`src/lsrs_pkg.sv`:
```
// ---------------------------------------------------------------------------
// lsrs_pkg
// Shared constants, codes and helper functions for the lidar steering core.
// ---------------------------------------------------------------------------
package lsrs_pkg;

  localparam int unsigned DEF_MAX_SCAN_SAMPLES = 2048;
  localparam int unsigned DEF_CORDIC_STEPS     = 16;

  localparam int unsigned CFG_IDX_W = 3;
  localparam logic [CFG_IDX_W-1:0] CFG_AVOID_THRESH     = 3'd0;
  localparam logic [CFG_IDX_W-1:0] CFG_LINEAR_GAIN      = 3'd1;
  localparam logic [CFG_IDX_W-1:0] CFG_TURN_GAIN        = 3'd2;
  localparam logic [CFG_IDX_W-1:0] CFG_START_ANGLE      = 3'd3;
  localparam logic [CFG_IDX_W-1:0] CFG_ANGLE_STEP       = 3'd4;
  localparam logic [CFG_IDX_W-1:0] CFG_SAMPLES_PER_SCAN = 3'd5;

  localparam logic [1:0] KIND_AVOID_TURN = 2'd0;
  localparam logic [1:0] KIND_AVOID_DONE = 2'd1;
  localparam logic [1:0] KIND_PILLAR     = 2'd2;

  localparam logic signed [15:0] PI_Q13      = 16'sd25736;
  localparam logic signed [15:0] HALF_PI_Q13 = 16'sd12868;
  localparam logic signed [16:0] CORDIC_GAIN = 17'sd39797;
  localparam logic signed [20:0] MIN_TRACK_X = 21'sd102;

  // atan(2^-k) scaled by 2^24
  function automatic logic signed [27:0] atan_lut(input logic [4:0] k);
    logic signed [27:0] v;
    case (k)
      5'd0:  v = 28'sd13176795;
      5'd1:  v = 28'sd7778716;
      5'd2:  v = 28'sd4110060;
      5'd3:  v = 28'sd2086331;
      5'd4:  v = 28'sd1047214;
      5'd5:  v = 28'sd524117;
      5'd6:  v = 28'sd262123;
      5'd7:  v = 28'sd131069;
      5'd8:  v = 28'sd65536;
      5'd9:  v = 28'sd32768;
      5'd10: v = 28'sd16384;
      5'd11: v = 28'sd8192;
      5'd12: v = 28'sd4096;
      5'd13: v = 28'sd2048;
      5'd14: v = 28'sd1024;
      5'd15: v = 28'sd512;
      5'd16: v = 28'sd256;
      5'd17: v = 28'sd128;
      5'd18: v = 28'sd64;
      5'd19: v = 28'sd32;
      5'd20: v = 28'sd16;
      5'd21: v = 28'sd8;
      5'd22: v = 28'sd4;
      5'd23: v = 28'sd2;
      default: v = 28'sd0;
    endcase
    return v;
  endfunction

  // shift right by 8, round half away from zero
  function automatic logic signed [39:0] rnd8(input logic signed [39:0] v);
    logic [39:0] mag;
    mag = v[39] ? 40'(-v) : 40'(v);
    mag = (mag + 40'd128) >> 8;
    return v[39] ? -$signed(mag) : $signed(mag);
  endfunction

  function automatic logic signed [15:0] sat16(input logic signed [39:0] v);
    logic signed [15:0] r;
    if (v > 40'sd32767) r = 16'sh7fff;
    else if (v < -40'sd32768) r = 16'sh8000;
    else r = v[15:0];
    return r;
  endfunction

endpackage

```
`src/lidar_scan_reactive_steering_core.sv`:
```
// ---------------------------------------------------------------------------
// lidar_scan_reactive_steering_core
// Per-half range minimum tracking and end-of-scan steering commands; the
// steering math shares one multiplier and an iterative cordic rotator.
// ---------------------------------------------------------------------------
//  channel | signals                                   | direction
//  in      | in_valid, in_stall, range_sample          | sample words in
//  out     | out_valid, out_stall, linear_velocity,    | command words out
//          | angular_velocity, command_kind, last_of_scan
//  cfg     | cfg_we, cfg_index, cfg_data               | register writes
//
// a sample that does not end a scan is accepted without raising in_stall
// after the final sample of a scan, in_stall stays high through selection,
// shared multiplier passes and cordic iterations (steps capped at 24), then
// until every command word has been taken, which out_stall can hold off
// rst is synchronous and restores register defaults and tracking state
module lidar_scan_reactive_steering_core
  import lsrs_pkg::*;
#(
  parameter int unsigned MAX_SCAN_SAMPLES = DEF_MAX_SCAN_SAMPLES,
  parameter int unsigned CORDIC_STEPS     = DEF_CORDIC_STEPS
) (
  input  logic                 clk,
  input  logic                 rst,
  input  logic                 cfg_we,
  input  logic [CFG_IDX_W-1:0] cfg_index,
  input  logic [15:0]          cfg_data,
  input  logic                 in_valid,
  output logic                 in_stall,
  input  logic [15:0]          range_sample,
  output logic                 out_valid,
  input  logic                 out_stall,
  output logic signed [15:0]   linear_velocity,
  output logic signed [15:0]   angular_velocity,
  output logic [1:0]           command_kind,
  output logic                 last_of_scan
);

  localparam int unsigned LIMIT_I = (MAX_SCAN_SAMPLES < 2048) ? MAX_SCAN_SAMPLES : 2048;
  localparam logic [11:0] LIMIT   = 12'(LIMIT_I);
  localparam int unsigned STEPS_I = (CORDIC_STEPS < 24) ? CORDIC_STEPS : 24;
  localparam logic [4:0]  LAST_K  = 5'(STEPS_I - 1);

  typedef enum logic [3:0] {
    S_IDLE, S_SEL, S_M1, S_M2, S_M3, S_CINIT, S_CLOAD, S_CORD,
    S_CX, S_DEC, S_PX, S_PY, S_OUT
  } state_t;

  state_t state;

  logic [15:0] avoid_thresh, linear_gain, turn_gain;
  logic [15:0] start_angle;
  logic [14:0] angle_step;
  logic [11:0] samples_per_scan;

  logic [10:0] sample_count;
  logic [15:0] right_min_range, right_min_angle, left_min_range, left_min_angle;
  logic        avoiding_flag, arrived_flag;

  logic [15:0]        near_range;
  logic signed [15:0] ang_fold;
  logic               neg;
  logic               big_sel;
  logic signed [36:0] prod;
  logic signed [15:0] lin_r;
  logic signed [35:0] cx, cy;
  logic signed [27:0] cz;
  logic [4:0]         k;
  logic signed [19:0] xr, yr;

  logic signed [15:0] buf_lin [2];
  logic signed [15:0] buf_ang [2];
  logic [1:0]         buf_kind [2];
  logic [1:0]         cnt;
  logic               rd;

  // sample path
  logic [11:0] n_clamp;
  logic [10:0] half;
  logic [25:0] step_prod;
  logic [15:0] ang;
  logic        scan_end;

  always_comb begin
    if (samples_per_scan < 12'd2) n_clamp = 12'd2;
    else if (samples_per_scan > LIMIT) n_clamp = LIMIT;
    else n_clamp = samples_per_scan;
    half      = n_clamp[11:1];
    step_prod = {15'd0, sample_count} * {11'd0, angle_step};
    ang       = start_angle + step_prod[15:0];
    scan_end  = !(({1'b0, sample_count} + 12'd1) < n_clamp);
  end

  // end-of-scan selection
  logic [15:0]        sel_dist;
  logic signed [15:0] sel_ang;
  logic [17:0]        clear_lvl, triple_av;
  logic [15:0]        far_min;
  logic               av_hit;

  always_comb begin
    if (left_min_range < right_min_range) begin
      sel_dist = left_min_range;
      sel_ang  = $signed(left_min_angle);
    end else begin
      sel_dist = right_min_range;
      sel_ang  = $signed(right_min_angle);
    end
    clear_lvl = {1'b0, avoid_thresh, 1'b0} + 18'd256;
    triple_av = {2'b0, avoid_thresh} + {1'b0, avoid_thresh, 1'b0};
    far_min   = (left_min_range >= right_min_range) ? left_min_range : right_min_range;
    av_hit    = sel_dist < avoid_thresh;
  end

  // shared multiplier operands
  logic signed [19:0] mul_a;
  logic signed [16:0] mul_b;
  logic signed [36:0] mul_p;

  always_comb begin
    mul_a = '0;
    mul_b = '0;
    case (state)
      S_M1: begin
        mul_a = $signed({4'd0, near_range}) - $signed({4'd0, avoid_thresh});
        mul_b = $signed({1'b0, linear_gain});
      end
      S_M2: begin
        mul_a = ({2'b0, far_min} > triple_av) ? $signed({4'd0, avoid_thresh})
                                               : $signed({4'd0, far_min});
        mul_b = $signed({1'b0, turn_gain});
      end
      S_CINIT: begin
        mul_a = $signed({4'd0, near_range});
        mul_b = CORDIC_GAIN;
      end
      S_DEC: begin
        mul_a = xr;
        mul_b = $signed({1'b0, linear_gain});
      end
      S_PX: begin
        mul_a = yr;
        mul_b = $signed({1'b0, turn_gain});
      end
      default: begin
        mul_a = '0;
        mul_b = '0;
      end
    endcase
    mul_p = 37'(mul_a * mul_b);
  end

  // turn magnitude scaling: *60 or *20 by shift and add
  logic signed [39:0] p40, turn_v;
  always_comb begin
    p40    = 40'(prod);
    turn_v = big_sel ? ((p40 <<< 6) - (p40 <<< 2)) : ((p40 <<< 4) + (p40 <<< 2));
    if (left_min_range < right_min_range) turn_v = -turn_v;
  end

  // cordic step and final rounding
  logic signed [35:0] cx_sh, cy_sh;
  logic [35:0]        xm, ym;
  logic signed [19:0] xr_c, yr_c;

  always_comb begin
    cx_sh = cx >>> k;
    cy_sh = cy >>> k;
    xm    = cx[35] ? 36'(-cx) : 36'(cx);
    ym    = cy[35] ? 36'(-cy) : 36'(cy);
    xm    = (xm + 36'd32768) >> 16;
    ym    = (ym + 36'd32768) >> 16;
    xr_c  = (cx[35] ^ neg) ? -$signed(xm[19:0]) : $signed(xm[19:0]);
    yr_c  = (cy[35] ^ neg) ? -$signed(ym[19:0]) : $signed(ym[19:0]);
  end

  always_ff @(posedge clk) begin
    if (rst) begin
      state            <= S_IDLE;
      avoid_thresh     <= 16'd256;
      linear_gain      <= 16'd128;
      turn_gain        <= 16'd64;
      start_angle      <= 16'h9b78;
      angle_step       <= 15'd143;
      samples_per_scan <= 12'd720;
      sample_count     <= '0;
      right_min_range  <= 16'hffff;
      right_min_angle  <= '0;
      left_min_range   <= 16'hffff;
      left_min_angle   <= '0;
      avoiding_flag    <= 1'b0;
      arrived_flag     <= 1'b0;
      cnt              <= '0;
      rd               <= 1'b0;
    end else begin
      if (cfg_we) begin
        case (cfg_index)
          CFG_AVOID_THRESH:     avoid_thresh     <= cfg_data;
          CFG_LINEAR_GAIN:      linear_gain      <= cfg_data;
          CFG_TURN_GAIN:        turn_gain        <= cfg_data;
          CFG_START_ANGLE:      start_angle      <= cfg_data;
          CFG_ANGLE_STEP:       angle_step       <= cfg_data[14:0];
          CFG_SAMPLES_PER_SCAN: samples_per_scan <= cfg_data[11:0];
          default: ;
        endcase
      end
      case (state)
        S_IDLE: begin
          if (in_valid) begin
            if (sample_count < half) begin
              if (sample_count == 11'd0 || range_sample < right_min_range) begin
                right_min_range <= range_sample;
                right_min_angle <= ang;
              end
            end else if (sample_count == half || range_sample < left_min_range) begin
              left_min_range <= range_sample;
              left_min_angle <= ang;
            end
            if (scan_end) begin
              sample_count <= '0;
              state        <= S_SEL;
            end else begin
              sample_count <= sample_count + 11'd1;
            end
          end
        end
        S_SEL: begin
          near_range <= sel_dist;
          if (sel_ang > HALF_PI_Q13) begin
            ang_fold <= sel_ang - PI_Q13;
            neg      <= 1'b1;
          end else if (sel_ang < -HALF_PI_Q13) begin
            ang_fold <= sel_ang + PI_Q13;
            neg      <= 1'b1;
          end else begin
            ang_fold <= sel_ang;
            neg      <= 1'b0;
          end
          if (avoiding_flag || av_hit) begin
            if ({2'b0, left_min_range} >= clear_lvl && {2'b0, right_min_range} >= clear_lvl) begin
              avoiding_flag <= 1'b0;
              buf_lin[cnt[0]]  <= sat16(40'($signed({1'b0, linear_gain})));
              buf_ang[cnt[0]]  <= '0;
              buf_kind[cnt[0]] <= KIND_AVOID_DONE;
              cnt   <= cnt + 2'd1;
              state <= S_CINIT;
            end else begin
              avoiding_flag <= 1'b1;
              state         <= S_M1;
            end
          end else begin
            state <= S_CINIT;
          end
        end
        S_M1: begin
          prod  <= mul_p;
          state <= S_M2;
        end
        S_M2: begin
          lin_r   <= sat16(rnd8(40'(prod)));
          prod    <= mul_p;
          big_sel <= {2'b0, far_min} > triple_av;
          state   <= S_M3;
        end
        S_M3: begin
          buf_lin[cnt[0]]  <= lin_r;
          buf_ang[cnt[0]]  <= sat16(rnd8(turn_v));
          buf_kind[cnt[0]] <= KIND_AVOID_TURN;
          cnt   <= cnt + 2'd1;
          state <= S_CINIT;
        end
        S_CINIT: begin
          prod  <= mul_p;
          state <= S_CLOAD;
        end
        S_CLOAD: begin
          cx    <= 36'(prod);
          cy    <= '0;
          cz    <= {{1{ang_fold[15]}}, ang_fold, 11'd0};
          k     <= '0;
          state <= S_CORD;
        end
        S_CORD: begin
          if (!cz[27]) begin
            cx <= cx - cy_sh;
            cy <= cy + cx_sh;
            cz <= cz - atan_lut(k);
          end else begin
            cx <= cx + cy_sh;
            cy <= cy - cx_sh;
            cz <= cz + atan_lut(k);
          end
          k <= k + 5'd1;
          if (k == LAST_K) state <= S_CX;
        end
        S_CX: begin
          xr    <= xr_c;
          yr    <= yr_c;
          state <= S_DEC;
        end
        S_DEC: begin
          if ($signed({xr[19], xr}) > $signed({5'd0, avoid_thresh}) && !arrived_flag) begin
            if ($signed({xr[19], xr}) > MIN_TRACK_X) begin
              prod  <= mul_p;
              state <= S_PX;
            end else begin
              buf_lin[cnt[0]]  <= '0;
              buf_ang[cnt[0]]  <= '0;
              buf_kind[cnt[0]] <= KIND_PILLAR;
              cnt   <= cnt + 2'd1;
              state <= S_OUT;
            end
          end else begin
            arrived_flag <= 1'b1;
            state        <= S_OUT;
          end
        end
        S_PX: begin
          lin_r <= sat16(rnd8(40'(prod)));
          prod  <= mul_p;
          state <= S_PY;
        end
        S_PY: begin
          buf_lin[cnt[0]]  <= lin_r;
          buf_ang[cnt[0]]  <= sat16(rnd8(40'(prod)));
          buf_kind[cnt[0]] <= KIND_PILLAR;
          cnt   <= cnt + 2'd1;
          state <= S_OUT;
        end
        S_OUT: begin
          if (cnt == 2'd0) begin
            state <= S_IDLE;
          end else if (!out_stall) begin
            if ({1'b0, rd} == cnt - 2'd1) begin
              cnt   <= '0;
              rd    <= 1'b0;
              state <= S_IDLE;
            end else begin
              rd <= rd + 1'b1;
            end
          end
        end
        default: state <= S_IDLE;
      endcase
    end
  end

  assign in_stall         = (state != S_IDLE);
  assign out_valid        = (state == S_OUT) && (cnt != 2'd0);
  assign linear_velocity  = buf_lin[rd];
  assign angular_velocity = buf_ang[rd];
  assign command_kind     = buf_kind[rd];
  assign last_of_scan     = ({1'b0, rd} == cnt - 2'd1);

endmodule

```
`config.mk`:
```
export PLATFORM = sky130hd
export DESIGN_NAME = lidar_scan_reactive_steering_core
export DESIGN_NICKNAME = d
export VERILOG_FILES = /design/src/lsrs_pkg.sv /design/src/lidar_scan_reactive_steering_core.sv
export SDC_FILE = /design/constraint.sdc
export NUM_CORES = 2
export LEC_CHECK = 0
export BUFFER_PORTS_ARGS = -buffer_cell sky130_fd_sc_hd__buf_4
export CORE_AREA = 2 2 294 354
export CTS_BUF_LIST = sky130_fd_sc_hd__clkbuf_2
export DETAILED_ROUTE_END_ITERATION = 7
export DIE_AREA = 0 0 296 356
export HOLD_SLACK_MARGIN = 0.05
export MAX_ROUTING_LAYER = met4
export PLACE_DENSITY = 0.81
export SLEW_MARGIN = 30
export SYNTH_ARGS = -nofsm -noshare
export SYNTH_HDL_FRONTEND = slang
export SYNTH_SLANG_ARGS = --single-unit
```
`constraint.sdc`:
```
create_clock -name clk -period 18.5 [get_ports clk]
set_input_delay 0.925 -clock clk [delete_from_list [all_inputs] [get_ports clk]]
set_output_delay 0.925 -clock clk [all_outputs]
set_load 0.01 [all_outputs]
```
**After elaboration in Yosys (flattened, before gate mapping)**

Memory sizes are Yosys's and may differ from the RTL's. A register that Yosys moved wholly into a read port is not among the register bits.
Cells that the tools add are included.

- Bits in writable memories: 68
- Memories kept: 5
- Output and inout port bits: 37
- Memory bits (read-only): 1536
- Input port bits: 40
- Word-level logic and storage cells: 285
- Flip-flop bits (word level): 407
- Bits in latches: 0

- Shifts and indexed selects: 2
- Order comparisons: 21
- Bitwise logic cells: 16
- Div/mod/pow operators: 0
- Muxes and demuxes: 105
- Equality and inequality tests: 33
- Reduce and logical (&&, ||, !) cells: 40
- Add/subtract/negate cells: 33
- Multiply operators: 2

Memory list:

| name | words | width | read ports | clocked after memory_dff | wr ports | RTL line | text |
|---|---|---|---|---|---|---|---|
| (no name shown) | 32 | 24 | 1 | 1 | 0 | lsrs_pkg.sv:30 | `case (k)` |
| (no name shown) | 32 | 24 | 1 | 1 | 0 | lsrs_pkg.sv:30 |  |
| buf_ang | 2 | 16 | 1 | 1 | 1 | lidar_scan_reactive_steering_core.sv:72 | `logic signed [15:0] buf_ang [2];` |
| buf_lin | 2 | 16 | 1 | 1 | 1 | lidar_scan_reactive_steering_core.sv:71 | `logic signed [15:0] buf_lin [2];` |
| buf_kind | 2 | 2 | 1 | 1 | 1 | lidar_scan_reactive_steering_core.sv:73 | `logic [1:0] buf_kind [2];` |

Operators with widths:

| operator | count |
|---|---|
| 16-bit 2-to-1 mux | 25 |
| 40-bit 2-to-1 mux | 6 |
| 28-bit 2-to-1 mux | 7 |
| 36-bit 2-to-1 mux | 4 |
| 36-bit case mux with 2 select lines | 2 |
| 20-bit case mux with 5 select lines | 1 |
| 40-bit by 8-bit adder with 40-bit output, second input constant | 2 |
| 40-bit by 16-bit > comparator with 1-bit output, second input constant | 2 |
| 40-bit by 16-bit < comparator with 1-bit output, second input constant | 2 |
| 32-bit negator with 40-bit output | 2 |
| 40-bit negator | 2 |
| 37-bit 2-to-1 mux | 2 |
| 37-bit case mux with 2 select lines | 1 |
| 36-bit by 16-bit adder with 36-bit output, second input constant | 2 |
| 36-bit adder | 2 |
| 36-bit negator | 2 |
| 36-bit by 5-bit >>> shifter with 36-bit output | 2 |
| 36-bit subtractor | 2 |
| 16-bit < comparator | 4 |
| 28-bit case mux with 2 select lines | 1 |
| 4-bit case mux with 13 select lines | 1 |
| 16-bit case mux with 3 select lines | 1 |
| 40-bit by 39-bit adder with 40-bit output | 1 |
| 20-bit 2-to-1 mux | 2 |
| other kinds (70) | 174 |

**Depth between registers and ports, before layout**

- Depth in word-level cells: 17
- Depth in mapped cells: 67
- Gate-level depth less buffers: 60

**Worst setup path after synthesis**

Ideal clock, no wire load.

- Path type: flip-flop to flip-flop
- From: reg right_min_range[14]
- To: reg prod[34], data pin
- Buffers on the path: 10
- Path slack: 4.615 ns
- Cell stages (with the launch flop): 66
- Clock period less this slack: 13.885 ns
- Arrival time: 13.627 ns
- Data required time: 18.242 ns
- Cells stage by stage: dfxtp_1 -> inv_1 -> ha_1 -> nand4_1 -> nor3_1 -> a21boi_0 -> or3_1 -> clkbuf_1 -> clkbuf_1 -> buf_1 -> clkbuf_1 -> buf_1 -> buf_1 -> a21oi_1 -> clkbuf_1 -> clkbuf_1 -> nand2_1 -> o21ai_0 -> (+30 left out) -> a21boi_0 -> o21ai_0 -> a21boi_0 -> o21ai_0 -> a21boi_0 -> o21ai_0 -> a21boi_0 -> o21ai_0 -> a21boi_0 -> o211ai_1 -> nand2_1 -> a41o_1 -> o41a_1 -> a41oi_1 -> a21oi_1 -> a41oi_1 -> nor2b_1 -> xnor2_1

- Word-level cells in the longest chain between the ends: 9

Ends and longest elaborated chain:

| element | RTL line | text |
|---|---|---|
| from (decl) | lidar_scan_reactive_steering_core.sv:57 | `logic [15:0] right_min_range, right_min_angle, left_min_range, left_min_angle;` |
| from (signal assigned) | lidar_scan_reactive_steering_core.sv:212 | `right_min_range <= range_sample;` |
| 16-bit greater-or-equal comparator | lidar_scan_reactive_steering_core.sv:111 | `far_min = (left_min_range >= right_min_range) ? left_min_range : right_min_range;` |
| 16-bit 2-to-1 mux (*) | lidar_scan_reactive_steering_core.sv:111 |  |
| 16-bit by 18-bit > comparator with 1-bit output | lidar_scan_reactive_steering_core.sv:129 | `mul_a = ({2'b0, far_min} > triple_av) ? $signed({4'd0, avoid_thresh})` |
| 16-bit 2-to-1 mux (*) | lidar_scan_reactive_steering_core.sv:129 |  |
| 20-bit case mux with 5 select lines (*) | lidar_scan_reactive_steering_core.sv:123 | `case (state)` |
| 20-bit by 17-bit multiplier with 37-bit output (*) | lidar_scan_reactive_steering_core.sv:150 | `mul_p = 37'(mul_a * mul_b);` |
| named net mul_p[34] | lidar_scan_reactive_steering_core.sv:118 | `logic signed [36:0] mul_p;` |
| 37-bit 2-to-1 mux | lidar_scan_reactive_steering_core.sv:303 | `if ($signed({xr[19], xr}) > MIN_TRACK_X) begin` |
| 37-bit 2-to-1 mux | lidar_scan_reactive_steering_core.sv:302 | `if ($signed({xr[19], xr}) > $signed({5'd0, avoid_thresh}) && !arrived_flag) begin` |
| 37-bit case mux with 2 select lines (*) | lidar_scan_reactive_steering_core.sv:207 | `case (state)` |
| to (signal assigned) | lidar_scan_reactive_steering_core.sv:256 | `prod <= mul_p;` |
| to (signal assigned) | lidar_scan_reactive_steering_core.sv:304 | `prod <= mul_p;` |
| to (signal assigned) | lidar_scan_reactive_steering_core.sv:320 | `prod <= mul_p;` |
| to (decl) | lidar_scan_reactive_steering_core.sv:64 | `logic signed [36:0] prod;` |

The timed path passes the listed nets; every way through them passes the cells marked *. The select of a mux whose other input is x is not followed.
A chain may end at the register's enable or synchronous reset.

**Worst setup path after layout**

- From: reg right_min_range[14]
- To: reg prod[36], data pin

The elaborated chain is that of the path after synthesis.

==> out/results.txt <==
Worst ir drop on vdd -> 0.0569 mV
Initial Utilization -> 64.4%
Clock power share -> 30.5%
Async set-reset flop share out of synthesis -> 0%
Critical Path Sink Type -> register
Row cnt -> 129
XOR/XNOR Fraction of Synth Area -> 8.37%
Placer Congestion -> 1.07
CP most frequent cell -> o21ai_0
H-tree depth -> 4
DRT antenna net count -> 0
Final setup violation count -> 0
Post-layout minimum cycle time -> 13.56 ns
Max-cap violation count -> 0
Syn Nets -> 9076
Clk pin slew, worst setup/hold paths -> 0.12 ns
Cell count after synthesis -> 8125
Max clock buf depth -> 3
Yosys warning count -> 0
Wire length per cell -> 23.6 microns
PD cells -> 41.6 nW/um^2
Worst path max stage delay -> 0.74 ns
Core area -> 102000 sq um
Final Cycle Share -> 73.3%
Largest net degree at the start of global routing -> 102
Clock Latency Late Sink -> 1.64 ns
Layout Cells excl Fill -> 9607
Cell Area, Synth -> 65900 sq um
Port Buffer Count -> 76
Root buffer cell -> clkbuf_2
Final setup TNS -> 0 ns
Kind of critical path -> reg -> reg
Die area -> 105000 sq um
Vias post-DR -> 62000
Main synth FF type -> edfxtp_1
Crit start category -> register
DR vias/cell -> 6.46
Synth area leader -> edfxtp_1
Die height -> 356 microns
Failing checks -> design-rule violations
Internal power -> 0.00181 W
Seq/Total Area, Yosys -> 19.8%
Final Slew Violations -> 0
Logic gate share of total power -> 28.2%
Final hold vios -> 0
LEAKAGE -> 30.2 nW
Share of cells above drive strength 1 -> 8.35%
CTS tree -> done
Mux cell area share after synthesis -> 4.96%
Clock skew -> 0.153 ns
Sw frac -> 37.5%
Worst Tran Pin Value -> 1.19 ns
Post-layout util -> 68.2%
Total track usage -> 44.2%
Slowest cell on the critical path -> o211ai_1
#FFs+latches synth -> 500
Status -> complete, but fails checks
Avg Synthesized Cell Area -> 8.11 sq um
Final worst setup slack -> 4.94 ns
Adder-Cell Fraction of Synth Area -> 22.0%
EDFF count, synth -> 300
CP startpoint -> right_min_range[14]$_SDFFE_PP1P_
Worst min path class -> in -> reg
Grt total ovfl -> 0
Area grow syn2layout -> 6.00%
R2R Path Start -> right_min_range[14]$_SDFFE_PP1P_
First-pass GRT wire length -> 345 mm
Clk sink count -> 500
Antenna violations before repair -> 9
Die Wd -> 296 microns
Total Routed Length -> 227 mm
TritonCTS Buffers -> 134
Crit path max fanout -> 23
Largest family of logic cells by synthesized area -> adder cells
Hold WS -> 0.161 ns
Sequential Power Share -> 41.3%
Vias in the first global route -> 61100
Dpl hpwl -> 173 mm
Highest clock rate -> 0.0737 GHz
Pre-CTS setup slack -> 4.86 ns
RSZ-0062 raised after global routing -> no
Hold Startpoint -> range_sample[7]
Synth Area in Simple Gates -> 19.7%
Required time worst endpoint -> 19.81 ns
DRT Pass-1 Iters -> 8
Slew margin rel. -> 20.6%
Io pins -> 77
Nets -> 9071
Detailed Route Iter0 Violations -> 6157
Distinct cells, synth -> 130
DRC viols -> 9
Placed insts -> 9290
Switching power -> 0.00109 W
Compound-Gate Fraction of Synth Area -> 18.3%
Post-synth top area share -> 13.7%
Setup bufs post-CTS -> 0
CP arrival -> 14.87 ns
Synth top area cells -> edfxtp_1 14%, fa_1 13%, ha_1 9.4%
## cell families (layout without fill, tap and decap cells)
| family | count (synthesis) | count (layout) |
|---|---|---|
| simple gates | 2772 | 2772 |
| compound gates | 1869 | 1869 |
| buf+inv | 1179 | 1280 |
| fa+ha+maj | 911 | 911 |
| xor+xnor | 622 | 622 |
| flops | 500 | 500 |
| mux | 272 | 272 |
| other cells | 0 | 6 |
## synthesized netlist by cell type (36+ instances only)
master    instances
edfxtp_1        300
mux4_2           36
xnor2_1         404
a21oi_1         511
fa_1            416
o21ai_0         444
a22oi_1          58
o211ai_1         46
nand2_1        1139
and3_1           79
nor4_1           54
or2_2            37
buf_1            41
inv_1           772
o31ai_1          47
nand2b_1         62
a211oi_1         49
ha_1            495
and2_1          114
nand3_1         155
mux2_2           64
or3_1            67
a21o_1          107
nand4_1          71
clkbuf_1        330
o21a_1           80
nor2_1          587
mux2i_1         170
nor2b_1          93
xor2_1          211
a31oi_1          97
nor3_1          174
o21bai_1         61
dfxtp_1         200
## critical path: cells and delay by family, from the launching register on
kind	cells	cell delay (ns)
simple gates	10	2.04
mux	1	0.23
compound gates	29	6.48
fa+ha+maj	9	3.32
flops	1	0.41
xor+xnor	1	0.14
buf+inv	7	0.58
## registers in the layout, summed over array words and instances, names as in the netlist, 20 cells and up, named ones only
name	count
buf_lin	32
xr	20
yr	20
buf_ang	32
prod	37
cz	28
cx	36
cy	36
## cell usage in the layout, fill, tap and decap left out, drive strengths merged, types with 107 or more instances in the layout
master / Yosys / final
ha: 495 / 495
dfxtp: 200 / 200
nand3: 160 / 160
buf: 70 / 195
fa: 416 / 416
mux2i: 171 / 171
nor2: 587 / 587
xor2: 213 / 213
o21ai: 477 / 477
nor3: 176 / 176
a21oi: 524 / 524
xnor2: 409 / 409
clkbuf: 331 / 181
and2: 117 / 117
edfxtp: 300 / 300
a21o: 107 / 107
inv: 773 / 779
nand2: 1140 / 1140
## routing by layer
layer | GRT usage, % | up-vias | wire (microns)
li1 | - | 28300 | -
met1 | 46.9 | 29500 | 78300
met2 | 70.1 | 3149 | 105000
met3 | 8.59 | 1118 | 19400
met4 | 39.0 | 0 | 24100
met5 | - | - | 0
## layout make-up
| type | count | area [sq um] |
|---|---|---|
| Sequential cell | 500 | 13000 |
| Clock buffer | 178 | 891 |
| Multi-Input combinational cell | 6446 | 48700 |
| Inverter | 778 | 2920 |
| Clock inverter | 64 | 420 |
| Tap cell | 1375 | 1720 |
| Timing Repair Buffer | 260 | 2170 |
| Fill cell | 8565 | 32500 |
| Antenna cell | 6 | 15.0 |
## worst paths after layout
| kind | cells after the start | slack [ns] | endpoint |
|---|---|---|---|
| setup / recovery | 57 | 4.94 | prod[36]$_DFFE_PP_ |
| hold reg to reg | 2 | 0.46 | turn_gain[9]$_SDFFE_PP0P_ |
| setup reg to reg | 57 | 4.94 | prod[36]$_DFFE_PP_ |
| hold / removal | 4 | 0.16 | right_min_range[7]$_SDFFE_PP1P_ |
## per-stage QoR
step,instance area (sq um),total power (W)
6_report,69800,0.00290
5_1_grt,69800,0.00302
4_1_cts,69700,0.00289
3_5_place_dp,67700,0.00200
3_3_place_gp,67600,0.00200
2_1_floorplan,65900,0.00180
## what timing repair did
action | in CTS | in global routing
endpoints found under the setup margin | 0 | 0
hold endpoints to repair | 145 | 0
gates resized for setup | 0 | 0
hold buffers | 62 | 0
## power groups by stage
| stage | Combinational (W) | Sequential, W | Clock [W] |
|---|---|---|---|
| after floorplan | 0.000582 | 0.00122 | 0 |
| after global placement | 0.000774 | 0.00122 | 0 |
| after detailed placement | 0.000782 | 0.00122 | 0 |
| after CTS | 0.000799 | 0.00120 | 0.000892 |
| after global routing | 0.000880 | 0.00120 | 0.000939 |
| final | 0.000820 | 0.00120 | 0.000887 |
(Power assumes the default switching activity.)
